<file path="src/rtl/core/pdfc_pkg.sv">
// Shared types and constants for the pump drive failsafe controller.
// No dependencies; imported by every module of the block.
`default_nettype none

package pdfc_pkg;

  // event modes
  localparam logic [1:0] MODE_TICK   = 2'd0;
  localparam logic [1:0] MODE_FLOW   = 2'd1;
  localparam logic [1:0] MODE_SETMAX = 2'd2;

  // result kinds
  localparam logic [1:0] KIND_DRIVE = 2'd0;
  localparam logic [1:0] KIND_ACK   = 2'd1;
  localparam logic [1:0] KIND_HB    = 2'd2;

  // configuration register indexes
  localparam logic [1:0] CFG_TIMEOUT = 2'd0;
  localparam logic [1:0] CFG_MIN     = 2'd1;
  localparam logic [1:0] CFG_PERIOD  = 2'd2;
  localparam logic [1:0] CFG_MAXRST  = 2'd3;

  // configuration reset values
  localparam logic [15:0] TIMEOUT_RST = 16'd500;
  localparam logic [19:0] MIN_RST     = 20'd100;
  localparam logic [15:0] PERIOD_RST  = 16'd200;
  localparam logic [30:0] MAX_RST     = 31'd10000;

  // held command flag bits
  localparam int unsigned FLG_AUTO = 0;
  localparam int unsigned FLG_STOP = 1;
  localparam int unsigned FLG_REV  = 2;
  localparam logic [2:0] HELD_FLAGS_RST = 3'b010;

  // status flag bits
  localparam logic [15:0] STAT_MAN_FWD  = 16'h0010;
  localparam logic [15:0] STAT_MAN_REV  = 16'h0020;
  localparam logic [15:0] STAT_ALLOWED  = 16'h0040;
  localparam logic [15:0] STAT_DRIVE_OK = 16'h0080;
  localparam logic [15:0] STAT_DIR      = 16'h0100;
  localparam logic [15:0] STAT_WIPER    = 16'h0200;

  // speed code scaling
  localparam logic [30:0] MAX_FLOOR = 31'd1000;
  localparam logic [7:0]  CODE_MAX  = 8'd255;
  localparam int unsigned DVD_W     = 39;   // target * 255 fits in 39 bits
  localparam int unsigned DVS_W     = 31;
  localparam int unsigned DIV_STEPS = DVD_W;
  localparam int unsigned CNT_W     = $clog2(DIV_STEPS);

  typedef struct packed {
    logic busy;
    logic done;
  } div_st_t;

  typedef struct packed {
    logic [1:0]  kind;
    logic [15:0] echo_seq;
    logic [7:0]  pump_code;
    logic [15:0] status_flags;
    logic        dir_drive;
    logic        wiper_drive;
    logic [31:0] stamp_ms;
    logic        last;
  } res_t;

endpackage

`default_nettype wire

</file>
<file path="src/rtl/core/pdfc_div.sv">
// Serial restoring divider for the speed code: one quotient bit per cycle.
// Saturates the quotient at the code maximum. Uses pdfc_pkg.
`default_nettype none

module pdfc_div (
  input  logic                            clk,
  input  logic                            rst_n,
  input  logic                            start,
  input  logic [pdfc_pkg::DVD_W-1:0]      dividend,
  input  logic [pdfc_pkg::DVS_W-1:0]      divisor,
  output pdfc_pkg::div_st_t               st,
  output logic [7:0]                      code
);
  import pdfc_pkg::*;

  logic [DVD_W-1:0] dvd_r, dvd_nxt;
  logic [DVS_W-1:0] dvs_r, dvs_nxt;
  logic [DVS_W-1:0] rem_r, rem_nxt;
  logic [7:0]       q_r, q_nxt;
  logic             ovf_r, ovf_nxt;
  logic [CNT_W-1:0] cnt_r, cnt_nxt;
  logic             busy_r, busy_nxt;
  logic             done_r, done_nxt;
  logic [DVS_W:0]   trial;
  logic [DVS_W:0]   diff;
  logic             ge;

  assign trial = {rem_r, dvd_r[DVD_W-1]};
  assign diff  = trial - {1'b0, dvs_r};
  assign ge    = (trial >= {1'b0, dvs_r});

  always_comb begin
    dvd_nxt  = dvd_r;
    dvs_nxt  = dvs_r;
    rem_nxt  = rem_r;
    q_nxt    = q_r;
    ovf_nxt  = ovf_r;
    cnt_nxt  = cnt_r;
    busy_nxt = busy_r;
    done_nxt = 1'b0;
    if (start) begin
      dvd_nxt  = dividend;
      dvs_nxt  = divisor;
      rem_nxt  = '0;
      q_nxt    = '0;
      ovf_nxt  = 1'b0;
      cnt_nxt  = CNT_W'(DIV_STEPS - 1);
      busy_nxt = 1'b1;
    end else if (busy_r) begin
      dvd_nxt = {dvd_r[DVD_W-2:0], 1'b0};
      rem_nxt = ge ? diff[DVS_W-1:0] : trial[DVS_W-1:0];
      q_nxt   = {q_r[6:0], ge};
      ovf_nxt = ovf_r | q_r[7];
      cnt_nxt = cnt_r - 1'b1;
      if (cnt_r == '0) begin
        busy_nxt = 1'b0;
        done_nxt = 1'b1;
      end
    end
  end

  always_ff @(posedge clk) begin
    dvd_r <= dvd_nxt;
    dvs_r <= dvs_nxt;
    rem_r <= rem_nxt;
    q_r   <= q_nxt;
    ovf_r <= ovf_nxt;
    cnt_r <= cnt_nxt;
    if (!rst_n) begin
      busy_r <= 1'b0;
      done_r <= 1'b0;
    end else begin
      busy_r <= busy_nxt;
      done_r <= done_nxt;
    end
  end

  assign st.busy = busy_r;
  assign st.done = done_r;
  assign code    = ovf_r ? CODE_MAX : q_r;

endmodule

`default_nettype wire

</file>
<file path="src/rtl/core/pdfc_outreg.sv">
// Output register for result requests, held while the receiver stalls.
// Uses res_t from pdfc_pkg.
`default_nettype none

module pdfc_outreg (
  input  logic            clk,
  input  logic            rst_n,
  input  logic            load,
  input  pdfc_pkg::res_t  res_in,
  input  logic            out_stall,
  output logic            out_valid,
  output pdfc_pkg::res_t  res_out,
  output logic            can_load
);
  import pdfc_pkg::*;

  logic valid_r, valid_nxt;
  res_t res_r, res_nxt;

  assign can_load = !valid_r || !out_stall;

  always_comb begin
    valid_nxt = valid_r;
    res_nxt   = res_r;
    if (can_load) begin
      valid_nxt = load;
      if (load) begin
        res_nxt = res_in;
      end
    end
  end

  always_ff @(posedge clk) begin
    res_r <= res_nxt;
    if (!rst_n) begin
      valid_r <= 1'b0;
    end else begin
      valid_r <= valid_nxt;
    end
  end

  assign out_valid = valid_r;
  assign res_out   = res_r;

endmodule

`default_nettype wire

</file>
<file path="src/rtl/core/pump_drive_failsafe_controller.sv">
// Pump drive failsafe controller, top level: sequencer, held state, config.
// Depends on pdfc_pkg, pdfc_div and pdfc_outreg.
//
// Usage: an event request (tick, flow command or set-maximum command, with the
// switch and sense levels and a timestamp) is taken on the in_ channel when
// in_valid is high and in_stall low. Each event yields one or two result
// requests on the out_ channel, the final one marked by out_last: an ack per
// command, then a heartbeat when the status period has run out; a tick with
// no heartbeat gives one drive update, as does an unused mode. Registers must be
// written on the cfg_ channel (valid/ready, always ready) only while
// the block is idle; the block itself does not enforce this. Timing: in_stall
// is high from the cycle after acceptance until the sequencer is back in idle.
// Every event passes the command, failsafe and heartbeat states, a command
// also the ack state; a driving flow command first waits on the 39-step serial
// divider that scales the speed code. A stalled receiver holds the output
// register, and the sequencer waits in front of it with its next result.
// Reset (rst_n low, synchronous) loads the register defaults, stops the pump
// and clears any pending result.
`default_nettype none

module pump_drive_failsafe_controller (
  input  logic               clk,
  input  logic               rst_n,
  input  logic               in_valid,
  output logic               in_stall,
  input  logic [1:0]         in_mode,
  input  logic [15:0]        in_seq,
  input  logic               in_flag_auto,
  input  logic               in_flag_stop,
  input  logic               in_flag_rev,
  input  logic signed [31:0] in_target_milli_lpm,
  input  logic signed [31:0] in_max_milli_lpm,
  input  logic               in_fwd_switch_low,
  input  logic               in_dir_sense_low,
  input  logic [15:0]        in_err_flags,
  input  logic [31:0]        in_time_ms,
  output logic               out_valid,
  input  logic               out_stall,
  output logic [1:0]         out_kind,
  output logic [15:0]        out_echo_seq,
  output logic [7:0]         out_pump_code,
  output logic [15:0]        out_status_flags,
  output logic               out_dir_drive,
  output logic               out_wiper_drive,
  output logic [31:0]        out_stamp_ms,
  output logic               out_last,
  input  logic               cfg_valid,
  output logic               cfg_ready,
  input  logic [1:0]         cfg_index,
  input  logic [30:0]        cfg_data
);
  import pdfc_pkg::*;

  typedef enum logic [5:0] {
    ST_IDLE = 6'b000001,
    ST_CMD  = 6'b000010,
    ST_DIV  = 6'b000100,
    ST_ACK  = 6'b001000,
    ST_FAIL = 6'b010000,
    ST_HB   = 6'b100000
  } state_t;

  state_t       state_r, state_nxt;

  // current event
  logic [1:0]   mode_r, mode_nxt;
  logic         sw_r, sw_nxt;
  logic         sense_r, sense_nxt;
  logic [15:0]  err_r, err_nxt;
  logic [31:0]  now_r, now_nxt;

  // drive and command state
  logic [7:0]   applied_code_r, applied_code_nxt;
  logic         dir_asserted_r, dir_asserted_nxt;
  logic         dir_ext_low_r, dir_ext_low_nxt;
  logic [2:0]   held_flags_r, held_flags_nxt;
  logic [31:0]  held_target_r, held_target_nxt;
  logic [31:0]  cmd_time_r, cmd_time_nxt;
  logic [15:0]  held_seq_r, held_seq_nxt;
  logic [31:0]  status_time_r, status_time_nxt;
  logic [30:0]  pump_max_r, pump_max_nxt;

  // configuration
  logic [15:0]  timeout_r, timeout_nxt;
  logic [19:0]  min_r, min_nxt;
  logic [15:0]  period_r, period_nxt;

  logic         in_acc;
  logic         manual_rev, manual_any;
  logic [31:0]  cmd_age, status_age;
  logic         held_below_min, allowed_now, hb_due;
  logic [30:0]  max_eff;
  logic [DVD_W-1:0] dividend;
  logic         div_start;
  div_st_t      div_st;
  logic [7:0]   div_code;
  logic         res_load, can_load;
  res_t         res_in, res_out;
  logic [1:0]   res_kind;
  logic [31:0]  res_stamp;
  logic         res_last;
  logic [15:0]  flags;
  logic [31:0]  new_max;

  assign in_stall  = (state_r != ST_IDLE);
  assign in_acc    = in_valid && !in_stall;
  assign cfg_ready = 1'b1;

  assign manual_rev = sense_r && (!dir_asserted_r || dir_ext_low_r);
  assign manual_any = sw_r || manual_rev;

  assign cmd_age        = now_r - cmd_time_r;
  assign status_age     = now_r - status_time_r;
  assign held_below_min = held_target_r[31] || (held_target_r < {12'd0, min_r});
  assign allowed_now    = (cmd_age <= {16'd0, timeout_r}) && held_flags_r[FLG_AUTO]
                          && !held_flags_r[FLG_STOP] && !held_below_min;
  assign hb_due         = (status_age >= {16'd0, period_r});

  // target * 255 as (target << 8) - target; target is non-negative here
  assign max_eff  = (pump_max_r < MAX_FLOOR) ? MAX_FLOOR : pump_max_r;
  assign dividend = {held_target_r[30:0], 8'd0} - {8'd0, held_target_r[30:0]};
  assign new_max  = $unsigned(in_max_milli_lpm);

  always_comb begin
    flags = err_r;
    if (sw_r)                               flags = flags | STAT_MAN_FWD;
    if (manual_rev)                         flags = flags | STAT_MAN_REV;
    if (allowed_now)                        flags = flags | STAT_ALLOWED;
    if (allowed_now && !sw_r && !manual_rev) flags = flags | STAT_DRIVE_OK;
    if (dir_asserted_r)                     flags = flags | STAT_DIR;
    if (!manual_any)                        flags = flags | STAT_WIPER;
  end

  always_comb begin
    res_in.kind         = res_kind;
    res_in.echo_seq     = held_seq_r;
    res_in.pump_code    = applied_code_r;
    res_in.status_flags = flags;
    res_in.dir_drive    = dir_asserted_r;
    res_in.wiper_drive  = !manual_any;
    res_in.stamp_ms     = res_stamp;
    res_in.last         = res_last;
  end

  always_comb begin
    state_nxt        = state_r;
    mode_nxt         = mode_r;
    sw_nxt           = sw_r;
    sense_nxt        = sense_r;
    err_nxt          = err_r;
    now_nxt          = now_r;
    applied_code_nxt = applied_code_r;
    dir_asserted_nxt = dir_asserted_r;
    dir_ext_low_nxt  = dir_ext_low_r;
    held_flags_nxt   = held_flags_r;
    held_target_nxt  = held_target_r;
    cmd_time_nxt     = cmd_time_r;
    held_seq_nxt     = held_seq_r;
    status_time_nxt  = status_time_r;
    pump_max_nxt     = pump_max_r;
    timeout_nxt      = timeout_r;
    min_nxt          = min_r;
    period_nxt       = period_r;
    div_start        = 1'b0;
    res_load         = 1'b0;
    res_kind         = KIND_DRIVE;
    res_stamp        = '0;
    res_last         = 1'b1;

    if (cfg_valid) begin
      case (cfg_index)
        CFG_TIMEOUT: timeout_nxt  = cfg_data[15:0];
        CFG_MIN:     min_nxt      = cfg_data[19:0];
        CFG_PERIOD:  period_nxt   = cfg_data[15:0];
        CFG_MAXRST:  pump_max_nxt = cfg_data;
        default:     ;
      endcase
    end

    case (state_r)
      ST_IDLE: begin
        if (in_acc) begin
          mode_nxt  = in_mode;
          sw_nxt    = in_fwd_switch_low;
          sense_nxt = in_dir_sense_low;
          err_nxt   = in_err_flags;
          now_nxt   = in_time_ms;
          // store the command right away; the apply step follows
          if (in_mode == MODE_FLOW) begin
            held_seq_nxt    = in_seq;
            cmd_time_nxt    = in_time_ms;
            held_flags_nxt  = {in_flag_rev, in_flag_stop, in_flag_auto};
            held_target_nxt = $unsigned(in_target_milli_lpm);
          end else if (in_mode == MODE_SETMAX) begin
            held_seq_nxt = in_seq;
            cmd_time_nxt = in_time_ms;
            if (new_max[31] || (new_max[30:0] < MAX_FLOOR)) begin
              pump_max_nxt = MAX_FLOOR;
            end else begin
              pump_max_nxt = new_max[30:0];
            end
          end
          state_nxt = ST_CMD;
        end
      end
      ST_CMD: begin
        if (mode_r == MODE_FLOW) begin
          if (manual_any || !allowed_now) begin
            applied_code_nxt = '0;
            dir_asserted_nxt = 1'b0;
            dir_ext_low_nxt  = 1'b0;
            state_nxt        = ST_ACK;
          end else begin
            dir_ext_low_nxt  = held_flags_r[FLG_REV] && sense_r;
            dir_asserted_nxt = held_flags_r[FLG_REV] && !sense_r;
            // sense low leaves manual reverse active: hold the code at zero
            if (sense_r) begin
              applied_code_nxt = '0;
              state_nxt        = ST_ACK;
            end else begin
              div_start = 1'b1;
              state_nxt = ST_DIV;
            end
          end
        end else if (mode_r == MODE_SETMAX) begin
          state_nxt = ST_ACK;
        end else begin
          state_nxt = ST_FAIL;
        end
      end
      ST_DIV: begin
        if (div_st.done) begin
          applied_code_nxt = div_code;
          state_nxt        = ST_ACK;
        end
      end
      ST_ACK: begin
        res_kind = KIND_ACK;
        res_last = !hb_due;
        if (can_load) begin
          res_load  = 1'b1;
          state_nxt = ST_FAIL;
        end
      end
      ST_FAIL: begin
        if (manual_any || !allowed_now) begin
          applied_code_nxt = '0;
          dir_asserted_nxt = 1'b0;
          dir_ext_low_nxt  = 1'b0;
        end
        state_nxt = ST_HB;
      end
      ST_HB: begin
        if (hb_due) begin
          res_kind  = KIND_HB;
          res_stamp = now_r;
          if (can_load) begin
            res_load        = 1'b1;
            status_time_nxt = now_r;
            state_nxt       = ST_IDLE;
          end
        end else if (mode_r != MODE_FLOW && mode_r != MODE_SETMAX) begin
          res_kind = KIND_DRIVE;
          if (can_load) begin
            res_load  = 1'b1;
            state_nxt = ST_IDLE;
          end
        end else begin
          state_nxt = ST_IDLE;
        end
      end
      default: state_nxt = ST_IDLE;
    endcase
  end

  always_ff @(posedge clk) begin
    mode_r        <= mode_nxt;
    sw_r          <= sw_nxt;
    sense_r       <= sense_nxt;
    err_r         <= err_nxt;
    now_r         <= now_nxt;
    if (!rst_n) begin
      state_r        <= ST_IDLE;
      applied_code_r <= '0;
      dir_asserted_r <= 1'b0;
      dir_ext_low_r  <= 1'b0;
      held_flags_r   <= HELD_FLAGS_RST;
      held_target_r  <= '0;
      cmd_time_r     <= '0;
      held_seq_r     <= '0;
      status_time_r  <= '0;
      pump_max_r     <= MAX_RST;
      timeout_r      <= TIMEOUT_RST;
      min_r          <= MIN_RST;
      period_r       <= PERIOD_RST;
    end else begin
      state_r        <= state_nxt;
      applied_code_r <= applied_code_nxt;
      dir_asserted_r <= dir_asserted_nxt;
      dir_ext_low_r  <= dir_ext_low_nxt;
      held_flags_r   <= held_flags_nxt;
      held_target_r  <= held_target_nxt;
      cmd_time_r     <= cmd_time_nxt;
      held_seq_r     <= held_seq_nxt;
      status_time_r  <= status_time_nxt;
      pump_max_r     <= pump_max_nxt;
      timeout_r      <= timeout_nxt;
      min_r          <= min_nxt;
      period_r       <= period_nxt;
    end
  end

  pdfc_div u_div (
    .clk      (clk),
    .rst_n    (rst_n),
    .start    (div_start),
    .dividend (dividend),
    .divisor  (max_eff),
    .st       (div_st),
    .code     (div_code)
  );

  pdfc_outreg u_outreg (
    .clk       (clk),
    .rst_n     (rst_n),
    .load      (res_load),
    .res_in    (res_in),
    .out_stall (out_stall),
    .out_valid (out_valid),
    .res_out   (res_out),
    .can_load  (can_load)
  );

  assign out_kind         = res_out.kind;
  assign out_echo_seq     = res_out.echo_seq;
  assign out_pump_code    = res_out.pump_code;
  assign out_status_flags = res_out.status_flags;
  assign out_dir_drive    = res_out.dir_drive;
  assign out_wiper_drive  = res_out.wiper_drive;
  assign out_stamp_ms     = res_out.stamp_ms;
  assign out_last         = res_out.last;

endmodule

`default_nettype wire

</file>
<file path="config.mk">
export PLATFORM = sky130hd
export DESIGN_NAME = pump_drive_failsafe_controller
export DESIGN_NICKNAME = d
export VERILOG_FILES = /design/src/rtl/core/pdfc_pkg.sv /design/src/rtl/core/pdfc_div.sv /design/src/rtl/core/pdfc_outreg.sv /design/src/rtl/core/pump_drive_failsafe_controller.sv
export SDC_FILE = /design/constraint.sdc
export NUM_CORES = 1
export LEC_CHECK = 0
export ABC_CLOCK_PERIOD_IN_PS = 13800
export BUFFER_PORTS_ARGS = -buffer_cell sky130_fd_sc_hd__buf_4
export CORE_AREA = 2 2 211 213
export CTS_CLUSTER_SIZE = 40
export DETAILED_ROUTE_END_ITERATION = 10
export DIE_AREA = 0 0 213 215
export PLACE_DENSITY = 0.87
export SLEW_MARGIN = 20
export SYNTH_ARGS = -nofsm -noshare
export SYNTH_HDL_FRONTEND = slang
export SYNTH_SLANG_ARGS = --single-unit
</file>
<file path="constraint.sdc">
create_clock -name clk -period 13.8 [get_ports clk]
set_input_delay 1.38 -clock clk [delete_from_list [all_inputs] [get_ports clk]]
set_output_delay 1.38 -clock clk [all_outputs]
set_load 0.02 [all_outputs]
</file>
Word-level counts from Yosys, hierarchy flattened. Cells that the tools add are included.

Register bits: 462. Input port bits: 173. Output and inout bits: 80.

$add $sub $neg: 5. Order comparisons: 6. Equality and inequality tests: 22. Multiplexer cells: 58. Bitwise gates (word level): 3. Reductions and logical operators: 47.

Operator list (number): two-way mux 31 bit (8); two-way mux 39 bit (2); two-way mux 32 bit (2); subtractor 32 bit (2); less-than comparator 31 x 10 -> 1 bit, second input constant (2); two-way mux 8 bit (7); two-way mux 6 bit (8); subtractor 39 x 31 -> 39 bit (1); one-hot mux 6 bit (6 select lines) (1); >= comparator 32 x 16 -> 1 bit (1); >= comparator 32 x 31 -> 1 bit (1); <= comparator 32 x 16 -> 1 bit (1); less-than comparator 32 x 20 -> 1 bit (1); two-way mux 16 bit (2); subtractor 31 bit (1); one-hot mux 8 bit (3 select lines) (1); two-way mux 1 bit (16); AND reduction 3 bit (5); zero test 1 bit (12); AND reduction 2 bit (6); logical AND 1 bit (10); two-way mux 5 bit (2); inequality test 2 bit, second input constant (5); two-way mux 9 bit (1); 26 further kinds (43).

Logic depth before layout (Yosys ltp).
Depth after elaboration: 11. Depth in mapped cells: 25. Gate-level depth less buffers: 23.

Modules after synthesis. Synthesis repeated with hierarchy kept, for this count alone.

Cell total of the unflattened synthesis: 2872. Area, all modules: 25610.8 um^2.

By module, submodules not included: pump_drive_failsafe_controller (times used 1, cells an instance 2181, area each 16940.0 um^2, sequential area each 5845.6 um^2); pdfc_div (times used 1, cells an instance 609, area each 6317.3 um^2, sequential area each 3062.9 um^2); pdfc_outreg (times used 1, cells an instance 82, area each 2353.5 um^2, sequential area each 2332.2 um^2).

Worst setup path after synthesis. No wires, ideal clock.

Kind: register to register. Start: register now_r[1]. End: register u_outreg.res_r, in the netlist u_outreg.res_out[0], enable pin. Library setup time: 0.618 ns. Data arrival time: 9.341 ns. Required time: 13.182 ns. Setup slack: 3.841 ns. Cell stages (with the launch flop): 23. Buffers on the path: 0. Period minus slack after synthesis: 9.959 ns. Cells stage by stage: edfxtp_1 -> ha_1 -> nor2b_1 -> o31a_1 -> o311a_1 -> a41o_1 -> o21a_1 -> nor2_1 -> nor2_1 -> o21ai_0 -> nor2b_1 -> xnor2_1 -> ha_1 -> nand2_1 -> or3_1 -> nor3_1 -> a21oi_1 -> nand3b_1 -> mux2i_1 -> nand3_1 -> a2111oi_4 -> nor2b_1 -> o21ai_0.

Cells in the longest elaborated chain, start to end: 5.

Ends and longest elaborated chain: from (decl) (RTL line pump_drive_failsafe_controller.sv:70) `logic [31:0] now_r, now_nxt;`; from (signal assigned) (RTL line pump_drive_failsafe_controller.sv:281) `now_r <= now_nxt;`; subtractor 32 bit (RTL line pump_drive_failsafe_controller.sv:113) `assign status_age = now_r - status_time_r;`; >= comparator 32 x 16 -> 1 bit (RTL line pump_drive_failsafe_controller.sv:117) `assign hb_due = (status_age >= {16'd0, period_r});`; two-way mux 1 bit (RTL line pump_drive_failsafe_controller.sv:254) `if (hb_due) begin`; one-hot mux 1 bit (2 select lines) (RTL line pump_drive_failsafe_controller.sv:180) `case (state_r)`; AND reduction 2 bit (no line); to (signal assigned) (RTL line pdfc_outreg.sv:34) `res_r <= res_nxt;`; to (decl) (RTL line pdfc_outreg.sv:18) `res_t res_r, res_nxt;`.

No other way between the ends. A chain may end at the register's enable or synchronous reset.

Final worst setup path.
Start: register now_r[1]. End: register u_outreg.res_r, in the netlist u_outreg.res_out[3], enable pin.

The elaborated chain is that of the path after synthesis.

==> flow_summary.json <==
{
  "run_status": "finished clean",
  "drt_pass1_iterations": 6,
  "synthesis.instances": 2832,
  "layout-area-overhead-vs-synth_pct": 15.4,
  "power.share.combinational": 0.158,
  "synth_top_cells_by_area": "edfxtp_1, dfxtp_1, ha_1",
  "seqPwrFrac": 0.443,
  "final_hpwl_from_detailed_placement_um": 53100,
  "cellLeakagePower_uw": 0.0119,
  "pwr_density_nw_per_um2": 113,
  "critical_path.max_fanout": 61,
  "criticalPathCategory": "reg -> reg",
  "synth.net_count": 3182,
  "route.vias.total": 21671,
  "numCtsBuffers": 49,
  "routedWlPerCell_um": 19.5,
  "top_level_ports": 253,
  "worstPathRequired_ns": 14.01,
  "data_arrival_at_the_endpoint_of_the_critical_path_ns": 6.54,
  "die-width_um": 213,
  "floorplan.core_area_um2": 43600,
  "io_buffer_count": 251,
  "tritoncts": "done",
  "yosysSeqAreaShare": 0.436,
  "fraction_of_final_layout_cells_sized_beyond_drive_strength_1": 0.139,
  "most_repeated_library_cell_on_the_critical_path": "nor2b_1",
  "drv.max_cap_violation_count": 0,
  "edff_count_synth": 199,
  "multi_input_area_um2": 13300,
  "vdd_ir_drop_max_mv": 0.123,
  "synth.lib_cells_used.distinct": 73,
  "synthArstFlopShare": 0,
  "netSwitchingPower_uw": 884,
  "final_net_count": 3368,
  "cts-root-buf": "clkbuf_16",
  "postSynthAreaPerCell_um2": 9.10,
  "timing.reg2reg.worst_path_depth": 22,
  "yosysWarnings": 0,
  "rows": 77,
  "grt_start_max_net_pins": 99,
  "timing.max_slew.rel_slack": 0.258,
  "critPathCaptureType": "flop",
  "cts.repair_timing.setup_buffer_count": 0,
  "ys_dominant_reg_cell": "dfxtp_1",
  "ff_latch_area_um2": 11200,
  "timing.critical_path.slowest_cell_delay_ns": 0.57,
  "finalInstanceArea_um2": 29700,
  "switching_power_share_of_the_total": 0.264,
  "timing.critical_path.cells": "ha_1 > nor2b_1 > o31a_1 > o311a_1 > a41o_1 > o21a_1 > nor2_1 > nor2_1 > o21ai_0 > nor2b_1 > xnor2_1 > ha_1 > a222oi_1 > nand4_1 > nor4_1 > nand3b_1 > mux2i_1 > nand3_1 > a2111oi_4 > nor2b_1 > o21ai_4 > buf_4",
  "fillCellCount": 3286,
  "antenna_left": 0,
  "dieArea_um2": 45800,
  "clk_latency_ns": 0.60,
  "timing.clock.skew_ns": 0.0271,
  "via_per_inst": 5.94,
  "floorplan.initialDensity": 0.590,
  "synth_largest_area_cell": "edfxtp_1",
  "setup_failing_eps_final": 0,
  "synthesis.area_um2": 25800,
  "rsz0062_at_grt": "false",
  "grt_use_total": 0.309,
  "totalNegativeSetupSlack_ns": 0,
  "grt_overflow": 0,
  "count_of_clock_tree_sinks": 462,
  "synth.most_common_cell": "nand2_1",
  "hold_slack_ns": 0.418,
  "antenna_violations_before_repair": 1,
  "highest_clock_rate_mhz": 158,
  "power.share.clock": 0.400,
  "hold_path_depth": 0,
  "synth-seq-cells": 462,
  "final_weighted_congestion_of_routability_driven_global_placement": 0.973,
  "drt-total-wl_um": 71300,
  "drv_slew": 0,
  "final_core_util": 0.681,
  "ys_top_cells_by_count": "nand2_1, dfxtp_1, inv_1",
  "internal_power_uw": 2470,
  "drc": 0,
  "hold_path.class": "reg -> reg",
  "place_ws_ns": 7.60,
  "report.final.hold_viol_count": 0,
  "hold_buffer_count_at_cts": 0,
  "timing.final.crit_period_ns": 6.33,
  "post_cts_resize_count": 0,
  "tightestPinTransition_ns": 1.11,
  "first_pass_grt_wire_length_um": 112000,
  "fp.dieH_um": 215,
  "min_period_over_period": 0.458,
  "synth_top_area_frac": 0.232,
  "worst_path_max_delay_cell": "a2111oi_4",
  "clk_pin_slew_worst_paths_ns": 0.06,
  "dpl-instance-area_um2": 28100,
  "crit_path_start_kind": "flop",
  "ctsHtreeMaxLevel": 2,
  "grt_pass1_vias": 21228,
  "cts_buffer_depth": 3,
  "layout_setup_ws_ns": 7.47,
  "dr.first_iter.drc_count": 2037
}
layout make-up:
type,count,area share
multi-input combinational,2019,0.446
sequential,462,0.378
timing repair buffer,272,0.0688
clock buffer,73,0.0468
inverter,214,0.0270
tap,592,0.0249
clock inverter,18,0.00817
antenna,1,0.0000842
sequential cells by signal, indices dropped and copies added (netlist names), 8 cells and up:
| register | flops |
|---|---|
| applied_code_r | 8 |
| cmd_time_r | 32 |
| err_r | 16 |
| held_seq_r | 16 |
| held_target_r | 32 |
| min_r | 20 |
| now_r | 32 |
| period_r | 16 |
| pump_max_r | 31 |
| status_time_r | 32 |
| timeout_r | 16 |
| u_div.dvd_r | 39 |
| u_div.dvs_r | 31 |
| u_div.q_r | 8 |
| u_div.rem_r | 31 |
| u_outreg.res_out | 77 |
worst paths after layout:
kind                                start                   end  slack (ns)
worst min-delay path            err_r[12]  u_outreg.res_out[47]        0.42
worst min register to register  err_r[12]  u_outreg.res_out[47]        0.42
worst max register to register   now_r[1]   u_outreg.res_out[3]        7.47
worst max-delay path             now_r[1]   u_outreg.res_out[3]        7.47
metal layers:
layer | track usage | vias to the layer above | part of all wire | wire (µm)
li1 | - | 10281 | - | -
met1 | 0.408 | 10391 | 0.42 | 29900
met2 | 0.507 | 834 | 0.47 | 33400
met3 | 0.0481 | 165 | 0.073 | 5180
met4 | 0.123 | 0 | 0.039 | 2800
met5 | 0 | - | 0 | 0
worst max-delay path: cells and delay by family (launching register included):
kind / cells / cell delay, ns
flip-flops: 1 / 0.49
AND/OR/NAND/NOR: 9 / 1.58
multiplexers: 1 / 0.15
buffers and inverters: 1 / 0.41
XOR/XNOR: 1 / 0.15
AO/OA/AOI/OAI: 8 / 2.47
adder cells (fa/ha/maj): 2 / 0.63
power by group through the flow:
stage	Clock (µW)	Sequential, µW	Combinational [µW]
2_1_floorplan	0	1500	358
3_3_place_gp	0	1510	502
3_5_place_dp	0	1510	515
4_1_cts	1360	1480	520
5_1_grt	1410	1490	580
6_report	1340	1480	529
layout by cell type, fill, tap and decap left out, types with 45 or more instances in the layout:
cell type	Yosys	final
xnor2_1	74	74
o21ai_0	79	78
edfxtp_1	199	199
clkbuf_16	0	51
and2_1	47	47
a21o_1	45	45
inv_1	214	214
ha_1	174	174
nand2_1	509	509
a21oi_1	186	186
buf_4	1	271
mux2i_1	73	73
nor2b_1	49	49
nor2_1	133	130
dfxtp_1	263	262
a21boi_0	127	127
cells by family after synthesis:
group                      after synthesis  synth area share
AOI/OAI and AO/OA                      654             0.172
xor gates and xnor gates               104            0.0354
adders and majority gates              177            0.0869
buffers and inverters                  351            0.0516
DFF                                    462             0.436
muxes                                  111            0.0450
other                                    1          0.000146
and+or+nand+nor                        972             0.173
stage by stage:
stage	cells	total power (µW)
final	3651	3350
after global routing	3650	3470
after CTS	3650	3360
after detailed placement	3559	2030
after global placement	3559	2010
after floorplan	2832	1860
Power figures use the tool's default switching activity.
